**src/rtl/ordered_array_list_assert.svh**
```systemverilog
// Assertion macros for the ordered array list checks.
`ifndef ORDERED_ARRAY_LIST_ASSERT_SVH
`define ORDERED_ARRAY_LIST_ASSERT_SVH

// Same-cycle implication, sampled on clk, off during reset.
`define OAL_ASSERT_NOW(label, ante, cons) \
  label: assert property (@(posedge clk) disable iff (rst) (ante) |-> (cons)) \
    else $error("ordered_array_list: same-cycle check failed");

// Next-cycle implication, sampled on clk, off during reset.
`define OAL_ASSERT_NEXT(label, ante, cons) \
  label: assert property (@(posedge clk) disable iff (rst) (ante) |=> (cons)) \
    else $error("ordered_array_list: next-cycle check failed");

`endif

```
**src/rtl/oal_pkg.sv**
```systemverilog
// Shared types and codes for the ordered array list.
`timescale 1ns / 1ps

package oal_pkg;

  localparam int ACT_W  = 3;
  localparam int SLOT_W = 5;
  localparam int ID_W   = 32;
  localparam int NAME_W = 64;
  localparam int STAT_W = 3;
  localparam int CNT_W  = 5;
  localparam int ENT_W  = ID_W + NAME_W;

  localparam logic [ACT_W-1:0] ACT_INS_FRONT = 3'd0;
  localparam logic [ACT_W-1:0] ACT_INS_BACK  = 3'd1;
  localparam logic [ACT_W-1:0] ACT_INS_AT    = 3'd2;
  localparam logic [ACT_W-1:0] ACT_DEL_FRONT = 3'd3;
  localparam logic [ACT_W-1:0] ACT_DEL_BACK  = 3'd4;
  localparam logic [ACT_W-1:0] ACT_DEL_AT    = 3'd5;
  localparam logic [ACT_W-1:0] ACT_FIND      = 3'd6;

  localparam logic [STAT_W-1:0] ST_OK       = 3'd0;
  localparam logic [STAT_W-1:0] ST_FULL     = 3'd1;
  localparam logic [STAT_W-1:0] ST_EMPTY    = 3'd2;
  localparam logic [STAT_W-1:0] ST_BADPOS   = 3'd3;
  localparam logic [STAT_W-1:0] ST_NOTFOUND = 3'd4;

  typedef enum logic [1:0] {
    CLS_INS,
    CLS_DEL,
    CLS_FIND,
    CLS_NONE
  } op_class_t;

  typedef enum logic [2:0] {
    S_IDLE,
    S_DECIDE,
    S_INS_SHIFT,
    S_INS_PUT,
    S_DEL_SHIFT,
    S_SCAN,
    S_FINISH
  } state_t;

  typedef struct packed {
    logic load_req;
    logic save_err;
    logic init_ins;
    logic init_del;
    logic init_scan;
    logic ins_step;
    logic del_step;
    logic scan_step;
    logic put_new;
    logic dec_count;
    logic out_load;
  } cmd_t;

  typedef struct packed {
    op_class_t cls;
    logic      err;
    logic      ins_done;
    logic      del_done;
    logic      scan_done;
  } dp_stat_t;

endpackage

```
**src/rtl/oal_dp.sv**
```systemverilog
// Datapath: entry memory, count, walk index and result registers.
`timescale 1ns / 1ps

module oal_dp #(
  parameter int DEPTH = 16
) (
  input  logic                         clk,
  input  logic                         rst,
  input  oal_pkg::cmd_t                cmd,
  output oal_pkg::dp_stat_t            st,
  input  logic [oal_pkg::ACT_W-1:0]    action,
  input  logic [oal_pkg::SLOT_W-1:0]   slot,
  input  logic signed [oal_pkg::ID_W-1:0] key_id,
  input  logic [oal_pkg::NAME_W-1:0]   entry_name,
  output logic [oal_pkg::STAT_W-1:0]   status,
  output logic [oal_pkg::NAME_W-1:0]   found_name,
  output logic [oal_pkg::CNT_W-1:0]    entry_count
);

  localparam int AW   = $clog2(DEPTH);
  localparam int CW   = $clog2(DEPTH + 1);
  localparam int CMPW = (CW > oal_pkg::SLOT_W) ? CW : oal_pkg::SLOT_W;
  localparam int EW   = (CW > oal_pkg::CNT_W) ? CW : oal_pkg::CNT_W;

  logic [oal_pkg::ACT_W-1:0]  req_action;
  logic [oal_pkg::SLOT_W-1:0] req_slot;
  logic [oal_pkg::ID_W-1:0]   req_key;
  logic [oal_pkg::NAME_W-1:0] req_name;

  logic [CW-1:0] count;
  logic [CW-1:0] idx;
  logic [CW-1:0] p;
  logic [CW-1:0] p_calc;
  logic [CW-1:0] rd_addr;
  logic          rd_en;

  logic [oal_pkg::ENT_W-1:0] mem [DEPTH];
  logic [oal_pkg::ENT_W-1:0] rd_data;
  logic                      mv_pend;
  logic [AW-1:0]             mv_addr;
  logic                      cmp_pend;
  logic                      hit;
  logic [oal_pkg::NAME_W-1:0] found;

  logic [CMPW-1:0]             slot_x;
  logic [CMPW-1:0]             count_x;
  logic [EW-1:0]               count_e;
  oal_pkg::op_class_t          cls;
  logic [oal_pkg::STAT_W-1:0]  err_code;
  logic [oal_pkg::STAT_W-1:0]  err_q;
  logic [oal_pkg::STAT_W-1:0]  result_code;

  // Request decode and error checks
  always_comb begin
    slot_x   = CMPW'(req_slot);
    count_x  = CMPW'(count);
    count_e  = EW'(count);
    cls      = oal_pkg::CLS_NONE;
    err_code = oal_pkg::ST_OK;
    p_calc   = '0;
    case (req_action)
      oal_pkg::ACT_INS_FRONT, oal_pkg::ACT_INS_BACK, oal_pkg::ACT_INS_AT: begin
        cls = oal_pkg::CLS_INS;
      end
      oal_pkg::ACT_DEL_FRONT, oal_pkg::ACT_DEL_BACK, oal_pkg::ACT_DEL_AT: begin
        cls = oal_pkg::CLS_DEL;
      end
      oal_pkg::ACT_FIND: begin
        cls = oal_pkg::CLS_FIND;
      end
      default: begin
        cls = oal_pkg::CLS_NONE;
      end
    endcase
    case (req_action)
      oal_pkg::ACT_INS_BACK: p_calc = count;
      oal_pkg::ACT_INS_AT,
      oal_pkg::ACT_DEL_AT:   p_calc = slot_x[CW-1:0];
      oal_pkg::ACT_DEL_BACK: p_calc = count - CW'(1);
      default:               p_calc = '0;
    endcase
    if (cls == oal_pkg::CLS_INS) begin
      if (count == CW'(DEPTH)) begin
        err_code = oal_pkg::ST_FULL;
      end else if (req_action == oal_pkg::ACT_INS_AT && slot_x > count_x) begin
        err_code = oal_pkg::ST_BADPOS;
      end
    end else if (cls == oal_pkg::CLS_DEL) begin
      if (count == '0) begin
        err_code = oal_pkg::ST_EMPTY;
      end else if (req_action == oal_pkg::ACT_DEL_AT && slot_x >= count_x) begin
        err_code = oal_pkg::ST_BADPOS;
      end
    end
    // err_q holds the check made before the count moved
    if (err_q != oal_pkg::ST_OK) begin
      result_code = err_q;
    end else if (cls == oal_pkg::CLS_FIND && !hit) begin
      result_code = oal_pkg::ST_NOTFOUND;
    end else begin
      result_code = oal_pkg::ST_OK;
    end
  end

  // Read address follows the direction of the walk
  always_comb begin
    rd_en = cmd.ins_step | cmd.del_step | cmd.scan_step;
    if (cmd.ins_step) begin
      rd_addr = idx - CW'(1);
    end else if (cmd.del_step) begin
      rd_addr = idx + CW'(1);
    end else begin
      rd_addr = idx;
    end
  end

  assign st.cls       = cls;
  assign st.err       = (err_code != oal_pkg::ST_OK);
  assign st.ins_done  = (idx == p);
  assign st.del_done  = ((CW+1)'(idx) + (CW+1)'(1)) >= (CW+1)'(count);
  assign st.scan_done = (idx == count);

  // Entry memory: one write and one registered read per cycle
  always_ff @(posedge clk) begin
    if (cmd.put_new) begin
      mem[p[AW-1:0]] <= {req_key, req_name};
    end else if (mv_pend) begin
      mem[mv_addr] <= rd_data;
    end
    if (rd_en) begin
      rd_data <= mem[rd_addr[AW-1:0]];
    end
  end

  // Control state
  always_ff @(posedge clk) begin
    if (rst) begin
      count    <= '0;
      mv_pend  <= 1'b0;
      cmp_pend <= 1'b0;
    end else begin
      mv_pend  <= cmd.ins_step | cmd.del_step;
      cmp_pend <= cmd.scan_step;
      if (cmd.put_new) begin
        count <= count + CW'(1);
      end else if (cmd.dec_count) begin
        count <= count - CW'(1);
      end
    end
  end

  // Request, walk and result registers
  always_ff @(posedge clk) begin
    mv_addr <= idx[AW-1:0];
    if (cmd.load_req) begin
      req_action <= action;
      req_slot   <= slot;
      req_key    <= key_id;
      req_name   <= entry_name;
      hit        <= 1'b0;
      found      <= '0;
    end else if (cmp_pend && rd_data[oal_pkg::ENT_W-1:oal_pkg::NAME_W] == req_key) begin
      hit   <= 1'b1;
      found <= rd_data[oal_pkg::NAME_W-1:0];
    end
    if (cmd.save_err) begin
      err_q <= err_code;
    end
    if (cmd.init_ins) begin
      idx <= count;
      p   <= p_calc;
    end else if (cmd.init_del) begin
      idx <= p_calc;
    end else if (cmd.init_scan) begin
      idx <= '0;
    end else if (cmd.ins_step) begin
      idx <= idx - CW'(1);
    end else if (cmd.del_step || cmd.scan_step) begin
      idx <= idx + CW'(1);
    end
    if (cmd.out_load) begin
      status      <= result_code;
      found_name  <= found;
      entry_count <= count_e[oal_pkg::CNT_W-1:0];
    end
  end

endmodule

```
**src/rtl/oal_ctrl.sv**
```systemverilog
// Controller: sequences one request at a time over the datapath.
`timescale 1ns / 1ps

module oal_ctrl (
  input  logic              clk,
  input  logic              rst,
  input  logic              in_valid,
  output logic              in_stall,
  output logic              out_valid,
  input  logic              out_stall,
  input  oal_pkg::dp_stat_t st,
  output oal_pkg::cmd_t     cmd
);

  oal_pkg::state_t state;
  oal_pkg::state_t state_next;
  logic            out_free;

  assign out_free = !out_valid || !out_stall;

  always_comb begin
    state_next = state;
    case (state)
      oal_pkg::S_IDLE: begin
        if (in_valid) state_next = oal_pkg::S_DECIDE;
      end
      oal_pkg::S_DECIDE: begin
        if (st.err) begin
          state_next = oal_pkg::S_FINISH;
        end else begin
          case (st.cls)
            oal_pkg::CLS_INS:  state_next = oal_pkg::S_INS_SHIFT;
            oal_pkg::CLS_DEL:  state_next = oal_pkg::S_DEL_SHIFT;
            oal_pkg::CLS_FIND: state_next = oal_pkg::S_SCAN;
            default:           state_next = oal_pkg::S_FINISH;
          endcase
        end
      end
      oal_pkg::S_INS_SHIFT: begin
        if (st.ins_done) state_next = oal_pkg::S_INS_PUT;
      end
      oal_pkg::S_INS_PUT: begin
        state_next = oal_pkg::S_FINISH;
      end
      oal_pkg::S_DEL_SHIFT: begin
        if (st.del_done) state_next = oal_pkg::S_FINISH;
      end
      oal_pkg::S_SCAN: begin
        if (st.scan_done) state_next = oal_pkg::S_FINISH;
      end
      oal_pkg::S_FINISH: begin
        if (out_free) state_next = oal_pkg::S_IDLE;
      end
      default: begin
        state_next = oal_pkg::S_IDLE;
      end
    endcase
  end

  always_comb begin
    cmd      = '0;
    in_stall = (state != oal_pkg::S_IDLE);
    case (state)
      oal_pkg::S_IDLE: begin
        cmd.load_req = in_valid;
      end
      oal_pkg::S_DECIDE: begin
        cmd.save_err = 1'b1;
        if (!st.err) begin
          cmd.init_ins  = (st.cls == oal_pkg::CLS_INS);
          cmd.init_del  = (st.cls == oal_pkg::CLS_DEL);
          cmd.init_scan = (st.cls == oal_pkg::CLS_FIND);
        end
      end
      oal_pkg::S_INS_SHIFT: begin
        cmd.ins_step = !st.ins_done;
      end
      oal_pkg::S_INS_PUT: begin
        cmd.put_new = 1'b1;
      end
      oal_pkg::S_DEL_SHIFT: begin
        cmd.del_step  = !st.del_done;
        cmd.dec_count = st.del_done;
      end
      oal_pkg::S_SCAN: begin
        cmd.scan_step = !st.scan_done;
      end
      oal_pkg::S_FINISH: begin
        cmd.out_load = out_free;
      end
      default: begin
        cmd = '0;
      end
    endcase
  end

  always_ff @(posedge clk) begin
    if (rst) begin
      state     <= oal_pkg::S_IDLE;
      out_valid <= 1'b0;
    end else begin
      state <= state_next;
      if (cmd.out_load) begin
        out_valid <= 1'b1;
      end else if (!out_stall) begin
        out_valid <= 1'b0;
      end
    end
  end

endmodule

```
**src/rtl/ordered_array_list.sv**
```systemverilog
// Top level of the ordered array list: controller plus datapath.
`timescale 1ns / 1ps
// Ordered list of up to DEPTH entries, each a 32-bit id and a 64-bit name.
// Input channel (in_valid/in_stall) takes one request beat: action, slot,
// key_id, entry_name. Output channel (out_valid/out_stall) returns one beat
// per request: status, found_name and the entry_count after the request.
// Requests are handled one at a time; in_stall is high from the accepting
// edge until the result is loaded into the output register.
// Each request walks the entry memory, with count the entries held and p
// the affected position: an insert shifts the entries from count - 1
// down to p up by one and then writes the new entry at p; a delete shifts
// the entries above p down by one and then lowers the count; a find
// compares every held entry and keeps the last match; errors and the
// unused action code skip the walk. The entry memory moves or compares
// one entry per cycle through its single registered read port.
// The output register holds a finished beat while out_stall is high; the
// next request may already be in progress and waits only at its last step.
// Reset (rst, synchronous) empties the list and drops any pending beat;
// the entry memory itself is not cleared, only entries below the count
// are ever read.

module ordered_array_list #(
  parameter int DEPTH = 16
) (
  input  logic                            clk,
  input  logic                            rst,
  input  logic                            in_valid,
  output logic                            in_stall,
  input  logic [oal_pkg::ACT_W-1:0]       action,
  input  logic [oal_pkg::SLOT_W-1:0]      slot,
  input  logic signed [oal_pkg::ID_W-1:0] key_id,
  input  logic [oal_pkg::NAME_W-1:0]      entry_name,
  output logic                            out_valid,
  input  logic                            out_stall,
  output logic [oal_pkg::STAT_W-1:0]      status,
  output logic [oal_pkg::NAME_W-1:0]      found_name,
  output logic [oal_pkg::CNT_W-1:0]       entry_count
);

  oal_pkg::cmd_t     cmd;
  oal_pkg::dp_stat_t st;

  // Sequencer: one request in flight, steps the memory walk
  oal_ctrl u_ctrl (
    .clk       (clk),
    .rst       (rst),
    .in_valid  (in_valid),
    .in_stall  (in_stall),
    .out_valid (out_valid),
    .out_stall (out_stall),
    .st        (st),
    .cmd       (cmd)
  );

  // Storage, shifting, search compare and the output register
  oal_dp #(
    .DEPTH (DEPTH)
  ) u_dp (
    .clk         (clk),
    .rst         (rst),
    .cmd         (cmd),
    .st          (st),
    .action      (action),
    .slot        (slot),
    .key_id      (key_id),
    .entry_name  (entry_name),
    .status      (status),
    .found_name  (found_name),
    .entry_count (entry_count)
  );

  `include "ordered_array_list_assert.svh"

  // A finished result never overwrites a beat still waiting at the output.
  `OAL_ASSERT_NOW(a_no_overwrite, cmd.out_load, !out_valid || !out_stall)
  // Only one request in flight: an accepted beat closes the input.
  `OAL_ASSERT_NEXT(a_one_in_flight, in_valid && !in_stall, in_stall)
  // Loading the result register always presents a beat.
  `OAL_ASSERT_NEXT(a_load_shows, cmd.out_load, out_valid)
  // A nonzero name only comes back with a successful find.
  `OAL_ASSERT_NOW(a_name_ok, out_valid && found_name != '0, status == oal_pkg::ST_OK)

endmodule

```
**config.mk**
```make
export PLATFORM = sky130hd
export DESIGN_NAME = ordered_array_list
export DESIGN_NICKNAME = d
export VERILOG_FILES = /design/src/rtl/oal_pkg.sv /design/src/rtl/oal_dp.sv /design/src/rtl/oal_ctrl.sv /design/src/rtl/ordered_array_list.sv
export VERILOG_INCLUDE_DIRS = /design/src /design/src/rtl
export SDC_FILE = /design/constraint.sdc
export NUM_CORES = 2
export LEC_CHECK = 0
export BUFFER_PORTS_ARGS = -buffer_cell sky130_fd_sc_hd__buf_4
export CAP_MARGIN = 20
export CORE_UTILIZATION = 55
export CTS_CLUSTER_DIAMETER = 80
export DETAILED_ROUTE_END_ITERATION = 12
export PLACE_DENSITY = 0.72
export SKIP_LAST_GASP = 1
export SLEW_MARGIN = 20
export SYNTH_ARGS = -nofsm -noshare
export SYNTH_HDL_FRONTEND = slang
export SYNTH_SLANG_ARGS = --single-unit
```
**constraint.sdc**
```tcl
create_clock -name clk -period 8.5 [get_ports clk]
set_input_delay 0.425 -clock clk [delete_from_list [all_inputs] [get_ports clk]]
set_output_delay 0.425 -clock clk [all_outputs]
set_load 0.1 [all_outputs]
```
==> results.toml <==
[floorplan]
core_region_area_sq_um = 131000
die_h_um = 366
die-area_sq_um = 134000
placementRows = 133
die_w_um = 366
start_util = 0.554
pin_count = 182

[setup_path]
cpMaxStageDelayCell = "and2_4"
end_kind = "register"
crit_type = "register to register"
cp.depth = 13
cpPeakStageDelay_ns = 0.86
crit_chain = "nand3_1 > xnor2_1 > ha_1 > a21o_1 > a221o_1 > a21oi_1 > a311o_1 > and2_4 > buf_4 > buf_4 > a21oi_1 > a221oi_1 > or4_1"
crit_arrival_ns = 6.27
r2r_cells = 13
crit_family = "compound AO/OA/AOI/OAI gates"
path_max_fanout = 85
critPathBufInv = 2
crit_required_ns = 9.17
setup.worst_path.start_class = "register"

[finish]
final_common_cell = "edfxtp_1"
fin_util = 0.630
area_growth_pct = 13.7
design_area_sq_um = 82900
antennaDiodeCount = 0
fin_nets = 5128
drive_gt1_frac = 0.139
final_cell_mix = "1820 x edfxtp_1, 788 x nand2_1, 696 x a21oi_1"

[yosys]
ys_warn_count = 0
synth_top_area_frac = 0.750
synth_area_leader_cell = "edfxtp_1"
yosysUniqueCellTypes = 52
netlist_top_cells_area = "edfxtp_1 75%, a21oi_1 4.8%, a221oi_1 4.6%"
synthSimpleGateAreaFrac = 0.0618
synth-adder-area-share = 0.00292
synth_xor_xnor_area_share = 0.00673
synth_edf_count = 1820
synth_top_family_by_area = "compound AO/OA/AOI/OAI gates"
synth.avg_cell_area_sq_um = 15.2
ys.flop_type = "edfxtp_1"
ys_seq_elements = 1900
async_reset_ff_frac = 0
synth_compound_area_frac = 0.111
ys_seq_area_frac = 0.772
syn_area_sq_um = 72900
synthCells = 4800
syn_nets = 4925
synth_mux_area_frac = 0.0238

[routing]
wl_per_cell_um = 25.8
vias = 43563
antenna_left = 0
drt-total-wl_um = 178000
first_iter_violations = 5048
drt_first_pass_iters = 7
via_per_inst = 6.30
drcViolationCount = 0

[grt]
grt_max_degree = 222
grt_pass1_vias = 42489
gr-total-overflow = 0
gr-usage-all-layers = 0.262
grt_pass1_wl_um = 265000
antenna_found_initial = 0

[timing]
fmax_mhz = 179
drv_slew = 0
timing.final.ws_setup_ns = 2.90
final.setup_skew_ns = 0.0277
worst_pin_slew_ns = 1.41
setup_tns_ns = 0
hold_slack_ns = 0.161
min_period_over_period = 0.659
slew_headroom = 0.0610
rsz0062_at_grt = "no"
finalSetupViolations = 0
hold_violations = 0
min_period_ns = 5.60

[clock_network]
clk_latency_ns = 0.82
h-tree-depth = 4
tritoncts = "built"
clock_path_buffers = 3
cts.repair.resized = 0
numCtsBuffers = 186
post_cts_buffers = 0
clkSlewWorstSetupHoldPaths_ns = 0.06
cts_sinks = 1900
root_buffer = "clkbuf_16"

[placement]
dp_slack_ns = 3.04
dp_hpwl_um = 81800
portBuffers = 181
placed_area_sq_um = 75900
gp_congestion = 0.780

[pwr]
p_leak_uw = 0.0278
peakVddDrop_mv = 0.590
power_density_nw_per_um2 = 387

[min_path]
hold_depth = 4
holdCritPathClass = "input port to register"

[run_status]
status = "completed"

[job]
cap_violations = 0
[Yosys cell counts, types with 4 or more instances]
master	count
edfxtp_1	1820
nand2_1	794
a21oi_1	697
a221oi_1	384
clkbuf_1	228
nor2_1	106
mux2_2	97
or4_1	96
a21oi_2	90
dfxtp_1	80
buf_2	65
mux2i_1	64
xor2_1	36
buf_1	30
o21ai_0	25
inv_1	24
xnor2_1	20
ha_1	17
buf_6	15
nand3_1	11
a31oi_1	10
nor3b_1	8
nor3_1	7
nor4_1	7
a22oi_1	6
a21o_1	5
and2_1	5
nand2b_1	5
and3_1	4
nand4_1	4
[repair_timing]
action	in CTS	in global routing
setup endpoints to repair	0	0
hold buffers	106	0
endpoints found under the hold margin	114	0
[kinds of logic (layout without fill, tap and decap cells)]
family | Yosys count | in the layout
XOR/XNOR | 56 | 56
AND/OR/NAND/NOR | 1060 | 1060
AO/OA/AOI/OAI | 1241 | 1241
multiplexers | 161 | 161
buffers and inverters | 365 | 724
flip-flops | 1900 | 1900
adder cells (fa/ha/maj) | 17 | 17
[worst reg2reg max path, cell delays in order (launching register included)]
cell,delay [ns]
edfxtp_1,0.65
nand3_1,0.23
xnor2_1,0.18
ha_1,0.30
a21o_1,0.18
a221o_1,0.36
a21oi_1,0.16
a311o_1,0.28
and2_4,0.86
buf_4,0.76
buf_4,0.73
a21oi_1,0.21
a221oi_1,0.39
or4_1,0.18
[worst paths after layout]
path                                startpoint                   to  slack, ns
worst max-delay path               u_dp.idx[2]     u_dp.rd_data[80]       2.90
worst min-delay path                  in_valid        u_dp.found[5]       0.16
worst max register to register     u_dp.idx[2]     u_dp.rd_data[80]       2.90
worst min register to register  u_dp.found[42]  u_dp.found_name[42]       0.42
[metrics by stage]
stage | cells | power [uW]
2_1_floorplan | 4800 | 20800
3_3_place_gp | 6463 | 23700
3_5_place_dp | 6464 | 24100
4_1_cts | 6914 | 32000
5_1_grt | 6914 | 33500
6_report | 6914 | 32000
[power breakdown]
part,internal (uW),switching [uW]
registers,12100,482
clock network,4570,3380
logic,3270,8230
total,19900,12100
[sequential cells by signal, indices dropped and copies added (netlist names), 2 cells and up]
name	flops
u_dp.idx	5
u_ctrl.state	3
u_dp.req_slot	5
u_dp.req_key	32
u_dp.req_action	3
u_dp.mv_addr	4
u_dp.rd_data	96
u_dp.mem	1536
u_dp.found	64
u_dp.found_name	64
u_dp.status	3
u_dp.err_q	2
u_dp.entry_count	5
u_dp.count	5
u_dp.req_name	64
u_dp.p	5
[layout make-up]
| type | count | area (sq um) |
|---|---|---|
| clock buffer | 268 | 5260 |
| clock inverter | 76 | 631 |
| fill | 9318 | 48600 |
| inverter | 24 | 90.1 |
| multi-input combinational | 2535 | 15300 |
| sequential | 1900 | 56300 |
| tap | 1755 | 2200 |
| timing repair buffer | 356 | 3170 |
[metal layers]
metal	vias to the layer above	global-route usage	share of wire
met5	-	0	0
met4	0	0.0847	0.028
met3	344	0.0413	0.092
met2	2258	0.427	0.48
met1	21930	0.365	0.40
li1	19031	-	-
No activity file was read; power rests on OpenSTA's default activity.
